===== config.mk =====
export PLATFORM = sky130hd
export DESIGN_NAME = rsacfr_front
export DESIGN_NICKNAME = d
export VERILOG_FILES = /design/src/hdl/rsacfr_pkg.sv /design/src/hdl/rsacfr_front.sv
export SDC_FILE = /design/constraint.sdc
export NUM_CORES = 1
export LEC_CHECK = 0
export BUFFER_PORTS_ARGS = -buffer_cell sky130_fd_sc_hd__buf_4
export CAP_MARGIN = 25
export CELL_PAD_IN_SITES_DETAIL_PLACEMENT = 0
export CELL_PAD_IN_SITES_GLOBAL_PLACEMENT = 1
export CORE_MARGIN = 2
export CORE_UTILIZATION = 34
export DETAILED_ROUTE_END_ITERATION = 8
export PLACE_DENSITY = 0.82
export SETUP_SLACK_MARGIN = 0.02
export SKIP_LAST_GASP = 1
export SLEW_MARGIN = 10
export SYNTH_ARGS = -nofsm -noshare
export SYNTH_HDL_FRONTEND = slang
export SYNTH_SLANG_ARGS = --single-unit
export TNS_END_PERCENT = 50

===== constraint.sdc =====
create_clock -name i_clk -period 1.45 [get_ports i_clk]
set_clock_uncertainty 0.1 [all_clocks]
set_input_delay 0.29 -clock i_clk [delete_from_list [all_inputs] [get_ports i_clk]]
set_output_delay 0.29 -clock i_clk [all_outputs]
set_load 0.02 [all_outputs]

===== src/hdl/rsacfr_pkg.sv =====
package rsacfr_pkg;

    // Configuration register indexes
    localparam int CfgIdxW = 2;
    localparam logic [CfgIdxW-1:0] REG_HEADER  = 2'd0;
    localparam logic [CfgIdxW-1:0] REG_STATION = 2'd1;

    localparam logic [7:0] HEADER_RST  = 8'hAA;
    localparam logic [7:0] STATION_RST = 8'hFE;

    // Frame byte positions that are kept
    localparam int POS_ADDR = 3;
    localparam int POS_CMD  = 4;
    localparam int POS_ARG  = 5;

    // Command and argument codes
    localparam logic [7:0] CMD_STOP  = 8'h00;
    localparam logic [7:0] CMD_RISE  = 8'h01;
    localparam logic [7:0] CMD_FALL  = 8'h02;
    localparam logic [7:0] CMD_LAMP  = 8'h05;
    localparam logic [7:0] ARG_ON    = 8'h01;
    localparam logic [7:0] ADDR_BCAST = 8'h00;

    // Latched command codes
    localparam logic [1:0] MOTOR_NONE = 2'd0;
    localparam logic [1:0] MOTOR_STOP = 2'd1;
    localparam logic [1:0] MOTOR_RISE = 2'd2;
    localparam logic [1:0] MOTOR_FALL = 2'd3;
    localparam logic [1:0] LAMP_NONE  = 2'd0;
    localparam logic [1:0] LAMP_ON    = 2'd1;
    localparam logic [1:0] LAMP_OFF   = 2'd2;

    // Queue between framer and decoder
    localparam int QDepth = 2;
    localparam int QPtrW  = 1;

    // Completed frame as handed from framer to decoder
    typedef struct packed {
        logic [7:0] addr;
        logic [7:0] cmd;
        logic [7:0] arg;
    } t_frame;

    // Configuration values seen by framer and decoder
    typedef struct packed {
        logic [7:0] header;
        logic [7:0] station_sw;
    } t_cfg;

endpackage


===== src/hdl/rsacfr_front.sv =====
module rsacfr_front import rsacfr_pkg::*; #(
    parameter int FRAME_LEN = 7
) (
    input  logic       i_clk,
    input  logic       i_rst_n,
    input  logic [7:0] i_header,
    input  logic       i_valid,
    input  logic [7:0] i_rx_byte,
    output logic       o_ready,
    output logic       o_push,
    output t_frame     o_frame,
    input  logic       i_push_ready
);

    localparam int PosW = $clog2(FRAME_LEN + 1);
    localparam logic [PosW-1:0] LastPos = PosW'(FRAME_LEN);

    logic            r_in_frame, n_in_frame;
    logic [PosW-1:0] r_pos, n_pos;
    logic [7:0]      r_addr, n_addr;
    logic [7:0]      r_cmd, n_cmd;
    logic [7:0]      r_arg, n_arg;
    logic [PosW-1:0] pos_inc;
    logic            acc;

    // Accept a byte whenever the queue has room for a possible frame
    assign o_ready = i_push_ready;
    assign acc     = i_valid && i_push_ready;
    assign pos_inc = r_pos + PosW'(1);

    always_comb begin
        n_in_frame = r_in_frame;
        n_pos      = r_pos;
        n_addr     = r_addr;
        n_cmd      = r_cmd;
        n_arg      = r_arg;
        o_push     = 1'b0;
        if (acc) begin
            if (!r_in_frame) begin
                // hunt for the header byte
                if (i_rx_byte == i_header) begin
                    n_in_frame = 1'b1;
                    n_pos      = PosW'(1);
                end
            end else begin
                if (r_pos == PosW'(POS_ADDR)) n_addr = i_rx_byte;
                if (r_pos == PosW'(POS_CMD))  n_cmd  = i_rx_byte;
                if (r_pos == PosW'(POS_ARG))  n_arg  = i_rx_byte;
                n_pos = pos_inc;
                if (pos_inc == LastPos) begin
                    n_in_frame = 1'b0;
                    n_pos      = '0;
                    o_push     = 1'b1;
                end
            end
        end
    end

    // Frame record includes the byte taken this cycle
    assign o_frame.addr = n_addr;
    assign o_frame.cmd  = n_cmd;
    assign o_frame.arg  = n_arg;

    always_ff @(posedge i_clk) begin
        if (!i_rst_n) begin
            r_in_frame <= 1'b0;
            r_pos      <= '0;
            r_addr     <= '0;
            r_cmd      <= '0;
            r_arg      <= '0;
        end else begin
            r_in_frame <= n_in_frame;
            r_pos      <= n_pos;
            r_addr     <= n_addr;
            r_cmd      <= n_cmd;
            r_arg      <= n_arg;
        end
    end

endmodule


# ---- After elaboration in Yosys (flattened, before gate mapping)
# Cells that the tools add are included.
dict set report totals {
  register_bits 28
  latch_bits 0
  mem_bits_rw 0
  rom_bits 0
  input_bits 20
  out_inout_bits 26
  elab_cells 32
  mem_count 0
}
dict set report classes {
  addsub 1
  multipliers 0
  div 0
  n_lt_le_gt_ge 0
  eq_ne 5
  n_shift 0
  n_mux 18
  bitwise 0
  n_reduce_logical 3
}
# op n
set ops {}
lappend ops {{2-to-1 mux 8 bit} 9}
lappend ops {{== test 3 bit, second input constant} 3}
lappend ops {{2-to-1 mux 3 bit} 3}
lappend ops {{== test 8 bit} 1}
lappend ops {{2-to-1 mux 1 bit} 6}
lappend ops {{adder 3 x 1 -> 3 bit, second input constant} 1}
lappend ops {{== test 3 x 2 -> 1 bit, second input constant} 1}
lappend ops {{AND reduction 2 bit} 1}
lappend ops {{nonzero test 2 bit} 1}
lappend ops {{logical AND 1 bit} 1}

# ---- Logic depth before layout (Yosys ltp)
# Gate-level depths: netlist (run 1).
dict set report logic_depth {
  depth_word 5
  mapped_depth 6
  depth_no_buf 6
}

# ---- Worst setup path before layout (run 1)
# No wires, ideal clock.
dict set report synth_timing {
  path_kind {register to output}
  start {register r_pos[0]}
  end {output port o_frame[16] in the netlist's numbering}
  t_arrival_ns 1.220
  t_required_ns 1.060
  path_slack_ns -0.160
  path_stages_with_launch 5
  path_buffers 0
  path_cell_list {dfxtp_1 > ha_1 > ha_1 > nand2_4 > mux2_2}
}
# element line_no
set synth_lines {}
lappend synth_lines {{from (decl)} rsacfr_front.sv:19} ;# logic [PosW-1:0] r_pos, n_pos;
lappend synth_lines {{from (signal assigned)} rsacfr_front.sv:73} ;# r_pos <= n_pos;
lappend synth_lines {{to (decl)} rsacfr_front.sv:11} ;# output t_frame o_frame,

==> results.md, run 1 <==
- Status: finished with violations
- Failing checks: negative setup slack
- Compound-Gate Fraction of Synth Area: 0.0290
- Final setup violation count: 51
- First-pass GRT wire length: 5460 um
- Synth Flop Type: dfxtp_1
- Worst EP required: 1.06 ns
- Synth area leader: dfxtp_1
- Relative slew slack: 0.781
- Die H: 67.8 um
- Crit-path leading delay family: flip-flops
- Fmax: 0.508 GHz
- CTS buffer count: 3
- Die X: 67.8 um
- Peak VDD IR: 0.000560 V
- Commonest non-fill, non-tap cell in the layout: buf_4
- Vias in the first global route: 1182
- Layout cells sized above 1: 0.630
- Synth Area in Simple Gates: 0.201
- Initial antenna violation count: 0
- Post-synth EDFFs: 0
- Area growth syn-to-layout: 61.0%
- Fin. max-slew vios: 0
- CP Cell Sequence: ha_4 -> ha_4 -> nand2_8 -> mux2_4 -> buf_6
- Port Buffers: 45
- Util after Layout: 0.565
- CP Launch Type: flop
- Final Hold Violating Endpoints: 0
- Worst stage delay on the critical path: 0.39 ns
- Ys Warns: 0
- Mux cell area share after synthesis: 0.239
- Vias/cell: 4.72
- Yosys reg bits: 28
- Die ar.: 4590 sq um
- Leakage: 1.03 nW
- Clock transition at the registers of the reported paths: 0.11 ns
- Worst min-delay path class: in -> reg
- Clk buf depth: 2
- Clock Latency Late Sink: 0.27 ns
- Clk root buf: clkbuf_8
- Final hold slack: 0.286 ns
- CP Capture Type: output pin
- CTS sink cnt: 28
- WP buf/inv: 1
- Fin crit share: 1.36
- Post-synth top area share: 0.405
- Grt total ovfl: 0
- Post-route ant nets: 0
- Synthesized cell area: 1380 sq um
- Core area: 3940 sq um
- Async set-reset flop share out of synthesis: 0
- Register area share after synthesis: 0.405
- Worst-path fanout max: 8
- H-Tree Depth: 1
- RSZ-0062 raised after global routing: yes
- Met2 Wirelength: 1830 um
- Mean post-synth cell area: 11.6 sq um
- Top Metal Used: met4
- Total I/O pin count: 46
- Max-cap violations: 0
- Final nets: 210
- WL met3: 184 um
- Starting Density: 0.351
- Detailed Route WL: 3500 um
- Worst path slowest cell: dfxtp_4
- # diodes: 0
- Site Rows: 23
- WL met1: 1430 um
- Total of fill cells in the finished design: 339
- Largest net degree at the start of global routing: 27
- Pwr/cell area: 679 nW/um^2
- Most frequent cells in the layout: buf_4, buf_6, mux2_4, dfxtp_1, and2_1
- Vias: 1105
- Post-route DRC violation count: 0
- Setup CP Type: reg -> out
- Syn Nets: 144
- Adder-cell share of the synthesized area: 0.0452
- Post-layout minimum cycle time: 1.97 ns
- Most frequent CP cell: ha_4
- Synth area leaders: dfxtp_1, mux2_4, and2_1
- Fin worst setup slack: -0.519 ns
- Crit path DAT: 1.58 ns
- CTS tree: yes
- Gr usage total: 0.161
- Initial drt markers: 28
- XOR/XNOR Fraction of Synth Area: 0.0507
- Routed WL per cell: 14.9 um
- GP Congestion: 0.764
- Largest family of logic cells by synthesized area: multiplexers
- Yosys cell types: 26
- Hpwl dp: 2540 um
- Worst slew pin tran: 0.326 ns
- Gate Count Post-Synth: 119
- Pre-antenna DRT Iters: 3
==> stage by stage <==
| step | power (W) | setup WS, ns | area (sq um) | std cells | setup TNS [ns] |
|---|---|---|---|---|---|
| 6_report | 0.00151 | -0.519 | 2230 | 234 | -13.17 |
| 5_1_grt | 0.00157 | -0.558 | 2230 | 234 | -15.90 |
| 4_1_cts | 0.00152 | -0.520 | 2150 | 233 | -13.84 |
| 3_5_place_dp | 0.000912 | -0.524 | 1950 | 228 | -19.22 |
| 3_3_place_gp | 0.000907 | -0.502 | 1950 | 228 | -18.08 |
| 2_1_floorplan | 0.000822 | -0.0617 | 1440 | 119 | -2.55 |
==> cell type report <==
class	count	area [sq um]	share of cell area
clock buffer	3	41.3	0.0185
sequential	28	571	0.256
clock inverter	1	30.0	0.0135
multi-input combinational	83	903	0.406
inverter	4	20.0	0.00899
timing repair buffer	65	598	0.269
tap	50	62.6	0.0281
==> timing repair <==
item                       in CTS  in global routing
hold buffers                    0                  0
gates resized for setup        30                 15
pin swaps                       7                  3
setup buffers                   1                  1
setup endpoints to repair      53                 53
==> sequential cells by signal (all words and copies together) (netlist names) <==
name and count:
r_cmd 8, r_addr 8, r_pos 3, r_arg 8, r_in_frame 1
==> worst reg2reg max path, stage by stage (launching register included) <==
cell and delay [ns]:
dfxtp_4 0.38, inv_4 0.08, ha_4 0.14, nand3_4 0.18, mux2_4 0.36, buf_4 0.13, and2_1 0.14
==> cells by family (layout without fill, tap and decap cells) <==
family	after synthesis	in the layout
AO/OA/AOI/OAI	6	6
flip-flops	28	28
AND/OR/NAND/NOR	40	40
buffers and inverters	8	73
multiplexers	24	24
adder cells (fa/ha/maj)	5	5
XOR/XNOR	8	8
==> synthesized netlist by cell type (2+ instances only) <==
cell / count
mux2_4: 16
ha_1: 5
a21oi_1: 2
a31o_2: 2
nand3_4: 2
and2_1: 24
nor3_1: 4
clkbuf_1: 2
xor2_1: 7
a31oi_1: 2
mux2_2: 8
dfxtp_1: 28
inv_1: 4
==> final timing paths <==
kind | startpoint | end | slack (ns) | cells past startpoint
worst min register to register | r_pos[2]$_SDFFE_PN0P_ | r_pos[2]$_SDFFE_PN0P_ | 0.43 | 1
worst max register to register | r_pos[1]$_SDFFE_PN0P_ | r_arg[1]$_SDFF_PN0_ | -0.14 | 6
worst max-delay path | r_pos[0]$_SDFFE_PN0P_ | o_frame[23] | -0.52 | 5
worst min-delay path | i_rst_n | r_cmd[0]$_SDFF_PN0_ | 0.29 | 2
==> report_power, final <==
group,switching [W],internal (W)
sequential,0.000000221,0.000765
combinational,0.0000555,0.0000699
clock,0.000252,0.000370
==> routing by layer <==
metal  vias up  GRT usage
met2        29      0.295
met5         -          0
met3         6     0.0333
li1        534          -
met4         0     0.0525
met1       536      0.185
Power figures use the tool's default switching activity.
==> inputs of run 2 (changes only) <==
--- a/config.mk
+++ b/config.mk
@@ -11,7 +11,7 @@
 export CELL_PAD_IN_SITES_GLOBAL_PLACEMENT = 1
 export CORE_MARGIN = 2
-export CORE_UTILIZATION = 34
+export CORE_UTILIZATION = 38
 export DETAILED_ROUTE_END_ITERATION = 8
-export PLACE_DENSITY = 0.82
+export PLACE_DENSITY = 0.86
 export SETUP_SLACK_MARGIN = 0.02
 export SKIP_LAST_GASP = 1
==> constraint.sdc (replaced) <==
create_clock -name i_clk -period 2.2 [get_ports i_clk]
set_clock_uncertainty 0.1 [all_clocks]
set_input_delay 0 -clock i_clk [delete_from_list [all_inputs] [get_ports i_clk]]
set_output_delay 0 -clock i_clk [all_outputs]
set_load 0.02 [all_outputs]
==> results.md, run 2 (synthesis gave the netlist of run 1 again) <==
- Status: completed
- Hold Path Sink: r_pos[0]$_SDFFE_PN0P_
- Worst r2r src: r_in_frame$_SDFFE_PN0P_
- Fin crit share: 0.887
- H-Tree Depth: 1
- Vias: 1043
- Clock transition at the registers of the reported paths: 0.15 ns
- Vias in the first global route: 1078
- Hold Crit Start: i_push_ready
- CP Cell Sequence: and3_1 -> nand3_4 -> mux2_4 -> buf_4
- Initial drt markers: 24
- Peak VDD IR: 0.000231 V
- Starting Density: 0.405
- Largest regs: r_addr (8), r_arg (8), r_cmd (8)
- Total I/O pin count: 46
- Die ar.: 4140 sq um
- Crit-path leading delay family: simple AND/OR/NAND/NOR gates
- Die H: 64.3 um
- Crit path DAT: 1.85 ns
- Fin. max-slew vios: 0
- WHS Path Cells: 4
- CTS buffer count: 3
- Most frequent cells in the layout: buf_4, dfxtp_1, and2_1
- Area growth syn-to-layout: 35.8%
- Pwr/cell area: 446 nW/um^2
- Clk buf depth: 2
- R2R depth: 4
- Worst-path fanout max: 8
- Setup slack, reg-to-reg: 0.49 ns
- GP Congestion: 0.834
- Routed WL per cell: 14.0 um
- Critical path depth in cells: 4
- Grt total ovfl: 0
- Fmax: 0.513 GHz
- # diodes: 0
- Core area: 3420 sq um
- Max-cap violations: 0
- Port Buffers: 45
- Post-CTS Setup Inserts: 0
- Commonest non-fill, non-tap cell in the layout: buf_4
- Clk root buf: clkbuf_4
- Clock Latency Late Sink: 0.33 ns
- Worst EP required: 2.10 ns
- Worst path slowest cell: dfxtp_1
- Leakage: 0.917 nW
- First-pass GRT wire length: 5060 um
- Worst stage delay on the critical path: 0.38 ns
- Die X: 64.3 um
- Relative slew slack: 0.735
- Post-layout minimum cycle time: 1.95 ns
- Vias/cell: 4.76
- Hpwl dp: 2240 um
- Worst R2R End: r_arg[0]$_SDFF_PN0_
- Final TNS setup: 0 ns
- Worst min-delay path class: in -> reg
- Post-route ant nets: 0
- Final setup violation count: 0
- Worst slew pin tran: 0.394 ns
- Pre-antenna DRT Iters: 4
- Post-route DRC violation count: 0
- Detailed Route WL: 3060 um
- CP Capture Type: output pin
- Final Power: 0.000838 W
- CTS sink cnt: 28
- WP buf/inv: 1
- Final hold slack: 0.0551 ns
- Setup CP Type: reg -> out
- Site Rows: 21
- Gr usage total: 0.158
- Largest net degree at the start of global routing: 27
- Final nets: 199
- RSZ-0062 raised after global routing: no
- CP Launch Type: flop
- Initial antenna violation count: 0
- CTS tree: yes
- Final Hold Violating Endpoints: 0
- Layout cells sized above 1: 0.468
run 2: cell count changes in the layout (fill, tap and decap cells not counted), moves of 3 or more:
cell and change:
mux2_4 -8, dfxtp_1 +4, buf_4 +7, dlygate4sd3_1 +9
clkbuf_4 +3, ha_4 -5, mux2_2 +8, buf_6 -26
ha_1 +5
run 2: cell type report:
| class | count | area, sq um |
|---|---|---|
| fill | 307 | 1540 |
| multi-input combinational | 83 | 781 |
| sequential | 28 | 561 |
| tap | 46 | 57.6 |
| inverter | 4 | 15.0 |
| timing repair buffer | 54 | 428 |
| clock buffer | 4 | 36.3 |
run 2: layer usage:
| metal | up-vias | share of wire | wire length, um | GRT usage |
|---|---|---|---|---|
| met2 | 42 | 0.48 | 1480 | 0.266 |
| met1 | 487 | 0.44 | 1330 | 0.196 |
| li1 | 510 | - | - | - |
| met4 | 0 | 0.010 | 31 | 0.0638 |
| met3 | 4 | 0.071 | 217 | 0.0352 |
| met5 | - | 0 | 0 | 0 |
run 2: metrics by stage:
| stage | instance area, sq um | instances | worst slack [ns] | util |
|---|---|---|---|---|
| after floorplan | 1380 | 119 | 0.598 | - |
| after CTS | 1880 | 219 | 0.205 | 0.550 |
| after global routing | 1880 | 219 | 0.114 | 0.550 |
| after global placement | 1750 | 206 | 0.564 | 0.513 |
| after detailed placement | 1750 | 206 | 0.504 | 0.513 |
| final | 1880 | 219 | 0.249 | 0.550 |
run 2: worst max-delay path by stage:
stage / slack [ns] / endpoint / startpoint
after floorplan: 0.60 / r_addr[0]$_SDFF_PN0_ / r_pos[0]$_SDFFE_PN0P_
after global placement: 0.56 / r_arg[4]$_SDFF_PN0_ / r_in_frame$_SDFFE_PN0P_
after detailed placement: 0.50 / r_arg[1]$_SDFF_PN0_ / r_in_frame$_SDFFE_PN0P_
after CTS: 0.20 / o_frame[3] / r_in_frame$_SDFFE_PN0P_
after global routing: 0.11 / o_frame[6] / r_in_frame$_SDFFE_PN0P_
final: 0.25 / o_frame[0] / r_in_frame$_SDFFE_PN0P_
run 2: worst register-to-register path, stage by stage, from the launching register on:
cell	delay [ns]
dfxtp_1	0.38
and3_1	0.37
nand3_4	0.25
mux2_4	0.37
and2_1	0.15
run 2: repair_timing:
item / CTS / global route
gates resized for setup: 0 / 0
hold buffers: 9 / 0
hold endpoints to repair: 26 / 0
run 2: where the power goes:
part | internal (W) | total [W] | switching (W)
clock network | 0.000101 | 0.000252 | 0.000151
registers | 0.000507 | 0.000507 | 0.000000100
logic | 0.0000435 | 0.0000778 | 0.0000343
==> inputs of run 3 (changes only) <==
--- a/config.mk
+++ b/config.mk
@@ -13,4 +13,5 @@
 export CORE_UTILIZATION = 38
 export DETAILED_ROUTE_END_ITERATION = 8
+export HOLD_SLACK_MARGIN = 0.08
 export PLACE_DENSITY = 0.86
 export SETUP_SLACK_MARGIN = 0.02
==> constraint.sdc (replaced) <==
create_clock -name i_clk -period 2.2 [get_ports i_clk]
set_clock_uncertainty 0.1 [all_clocks]
set_input_delay 0.11 -clock i_clk [delete_from_list [all_inputs] [get_ports i_clk]]
set_output_delay 0.11 -clock i_clk [all_outputs]
set_load 0.02 [all_outputs]
==> results.md, run 3 (synthesis gave the netlist of run 1 again) <==
- Pwr/cell area: 488 nW/um^2
- CTS buffer count: 3
- Setup slack, reg-to-reg: 0.52 ns
- Worst r2r src: r_in_frame$_SDFFE_PN0P_
- Initial drt markers: 18
- CP Launch Type: flop
- Post-CTS Setup Inserts: 0
- Post-route DRC violation count: 0
- Worst min-delay path class: in -> reg
- Int Pwr: 0.000735 W
- Layout cells sized above 1: 0.468
- Area growth syn-to-layout: 37.0%
- Initial antenna violation count: 0
- CTS sink cnt: 28
- Die X: 64.3 um
- Peak VDD IR: 0.000285 V
- Largest regs: r_addr (8), r_arg (8), r_cmd (8)
- Clock transition at the registers of the reported paths: 0.16 ns
- RSZ-0062 raised after global routing: no
- Total I/O pin count: 46
- Final setup violation count: 0
- Hold Path Sink: r_pos[0]$_SDFFE_PN0P_
- Gr usage total: 0.152
- Worst stage delay on the critical path: 0.39 ns
- Clk root buf: clkbuf_4
- Setup CP Type: reg -> out
- Post-placement setup slack: 0.553 ns
- Clk buf depth: 2
- Worst-path fanout max: 8
- Leakage: 0.924 nW
- CTS tree: yes
- Hpwl dp: 2200 um
- First-pass GRT wire length: 4860 um
- Routed WL per cell: 13.5 um
- Largest net degree at the start of global routing: 27
- Post-route ant nets: 0
- Fin worst setup slack: 0.161 ns
- Clock network fraction of design power: 0.367
- Starting Density: 0.405
- Grt total ovfl: 0
- Post-layout minimum cycle time: 2.04 ns
- Net switching power figure: 0.000189 W
- Port Buffers: 45
- Core area: 3420 sq um
- Crit path DAT: 1.83 ns
- Sequential share of power: 0.549
- Relative slew slack: 0.754
- Commonest non-fill, non-tap cell in the layout: buf_4
- CP Cell Sequence: and3_1 -> nand3_4 -> mux2_4 -> buf_4
- GP Congestion: 0.682
- Sequential Area: 561 sq um
- Detailed Route WL: 2950 um
- Fmax: 0.491 GHz
- Comb power frac: 0.084
- Most frequent cells in the layout: buf_4, dfxtp_1, and2_1
- Die H: 64.3 um
- Clock Latency Late Sink: 0.33 ns
- Final Hold Violating Endpoints: 0
- Vias: 1023
- Status: completed
- Worst R2R End: r_arg[4]$_SDFF_PN0_
- Vias in the first global route: 1061
- Fin. max-slew vios: 0
- CP Capture Type: output pin
- Fin crit share: 0.927
- Vias/cell: 4.67
- Final nets: 199
- CTS resizes: 0
- Worst slew pin tran: 0.366 ns
- Worst path slowest cell: dfxtp_1
- Area of the multi-input gates: 781 sq um
- Sw frac: 0.205
- WHS Path Cells: 4
- Max-cap violations: 0
- Site Rows: 21
- Worst EP required: 1.99 ns
- Die ar.: 4140 sq um
- H-Tree Depth: 1
- Hold Crit Start: i_push_ready
- Pre-antenna DRT Iters: 3
- Cts hold-fix bufs: 9
- Final hold slack: 0.176 ns
- # diodes: 0
- Total of fill cells in the finished design: 320
- R2R depth: 4
- Final TNS setup: 0 ns
run 3: cell count changes in the layout (fill, tap and decap cells not counted), sizes merged:
cell    previous run  this run
clkbuf             4         3
bufinv             0         1
run 3: layer usage:
metal	up-vias	global-route usage	routed length [um]
met5	-	0	0
met4	0	0.0612	34
met3	4	0.0335	168
met2	35	0.257	1420
met1	474	0.187	1330
li1	510	-	-
run 3: worst max path at each step:
| stage | startpoint | cells after the start | to | slack (ns) |
|---|---|---|---|---|
| floorplan | r_pos[0]$_SDFFE_PN0P_ | 5 | r_addr[0]$_SDFF_PN0_ | 0.60 |
| global placement | r_in_frame$_SDFFE_PN0P_ | 4 | o_frame[5] | 0.57 |
| detailed placement | r_in_frame$_SDFFE_PN0P_ | 4 | o_frame[3] | 0.55 |
| CTS | r_in_frame$_SDFFE_PN0P_ | 4 | o_frame[3] | 0.15 |
| global route | r_in_frame$_SDFFE_PN0P_ | 4 | o_frame[5] | 0.05 |
| finish | r_in_frame$_SDFFE_PN0P_ | 4 | o_frame[2] | 0.16 |
run 3: worst max-delay path: cells and delay by family (launching register included):
kind	cells	cell delay (ns)
DFF	1	0.39
buffers and inverters	1	0.16
muxes	1	0.36
and+or+nand+nor	2	0.58
run 3: final cells by class:
type,instances,share of cell area
inverters,4,0.00793
multi-input cells,83,0.412
well taps,46,0.0304
clock buffers,3,0.0119
flip-flops and latches,28,0.296
repair buffers,54,0.226
clock inverters,1,0.0159
run 3: power by group through the flow:
stage / registers, W / clock network [W] / logic (W)
final: 0.000508 / 0.000339 / 0.0000781
after detailed placement: 0.000518 / 0 / 0.0000665
after floorplan: 0.000518 / 0 / 0.0000235
after global routing: 0.000508 / 0.000372 / 0.0000854
after global placement: 0.000518 / 0 / 0.0000652
after CTS: 0.000508 / 0.000345 / 0.0000791
run 3: metrics by stage:
step | total power (W) | instances | util | area, sq um
6_report | 0.000925 | 219 | 0.555 | 1890
5_1_grt | 0.000966 | 219 | 0.555 | 1890
4_1_cts | 0.000932 | 219 | 0.555 | 1890
3_5_place_dp | 0.000585 | 206 | 0.513 | 1750
3_3_place_gp | 0.000584 | 206 | 0.513 | 1750
2_1_floorplan | 0.000542 | 119 | - | 1380
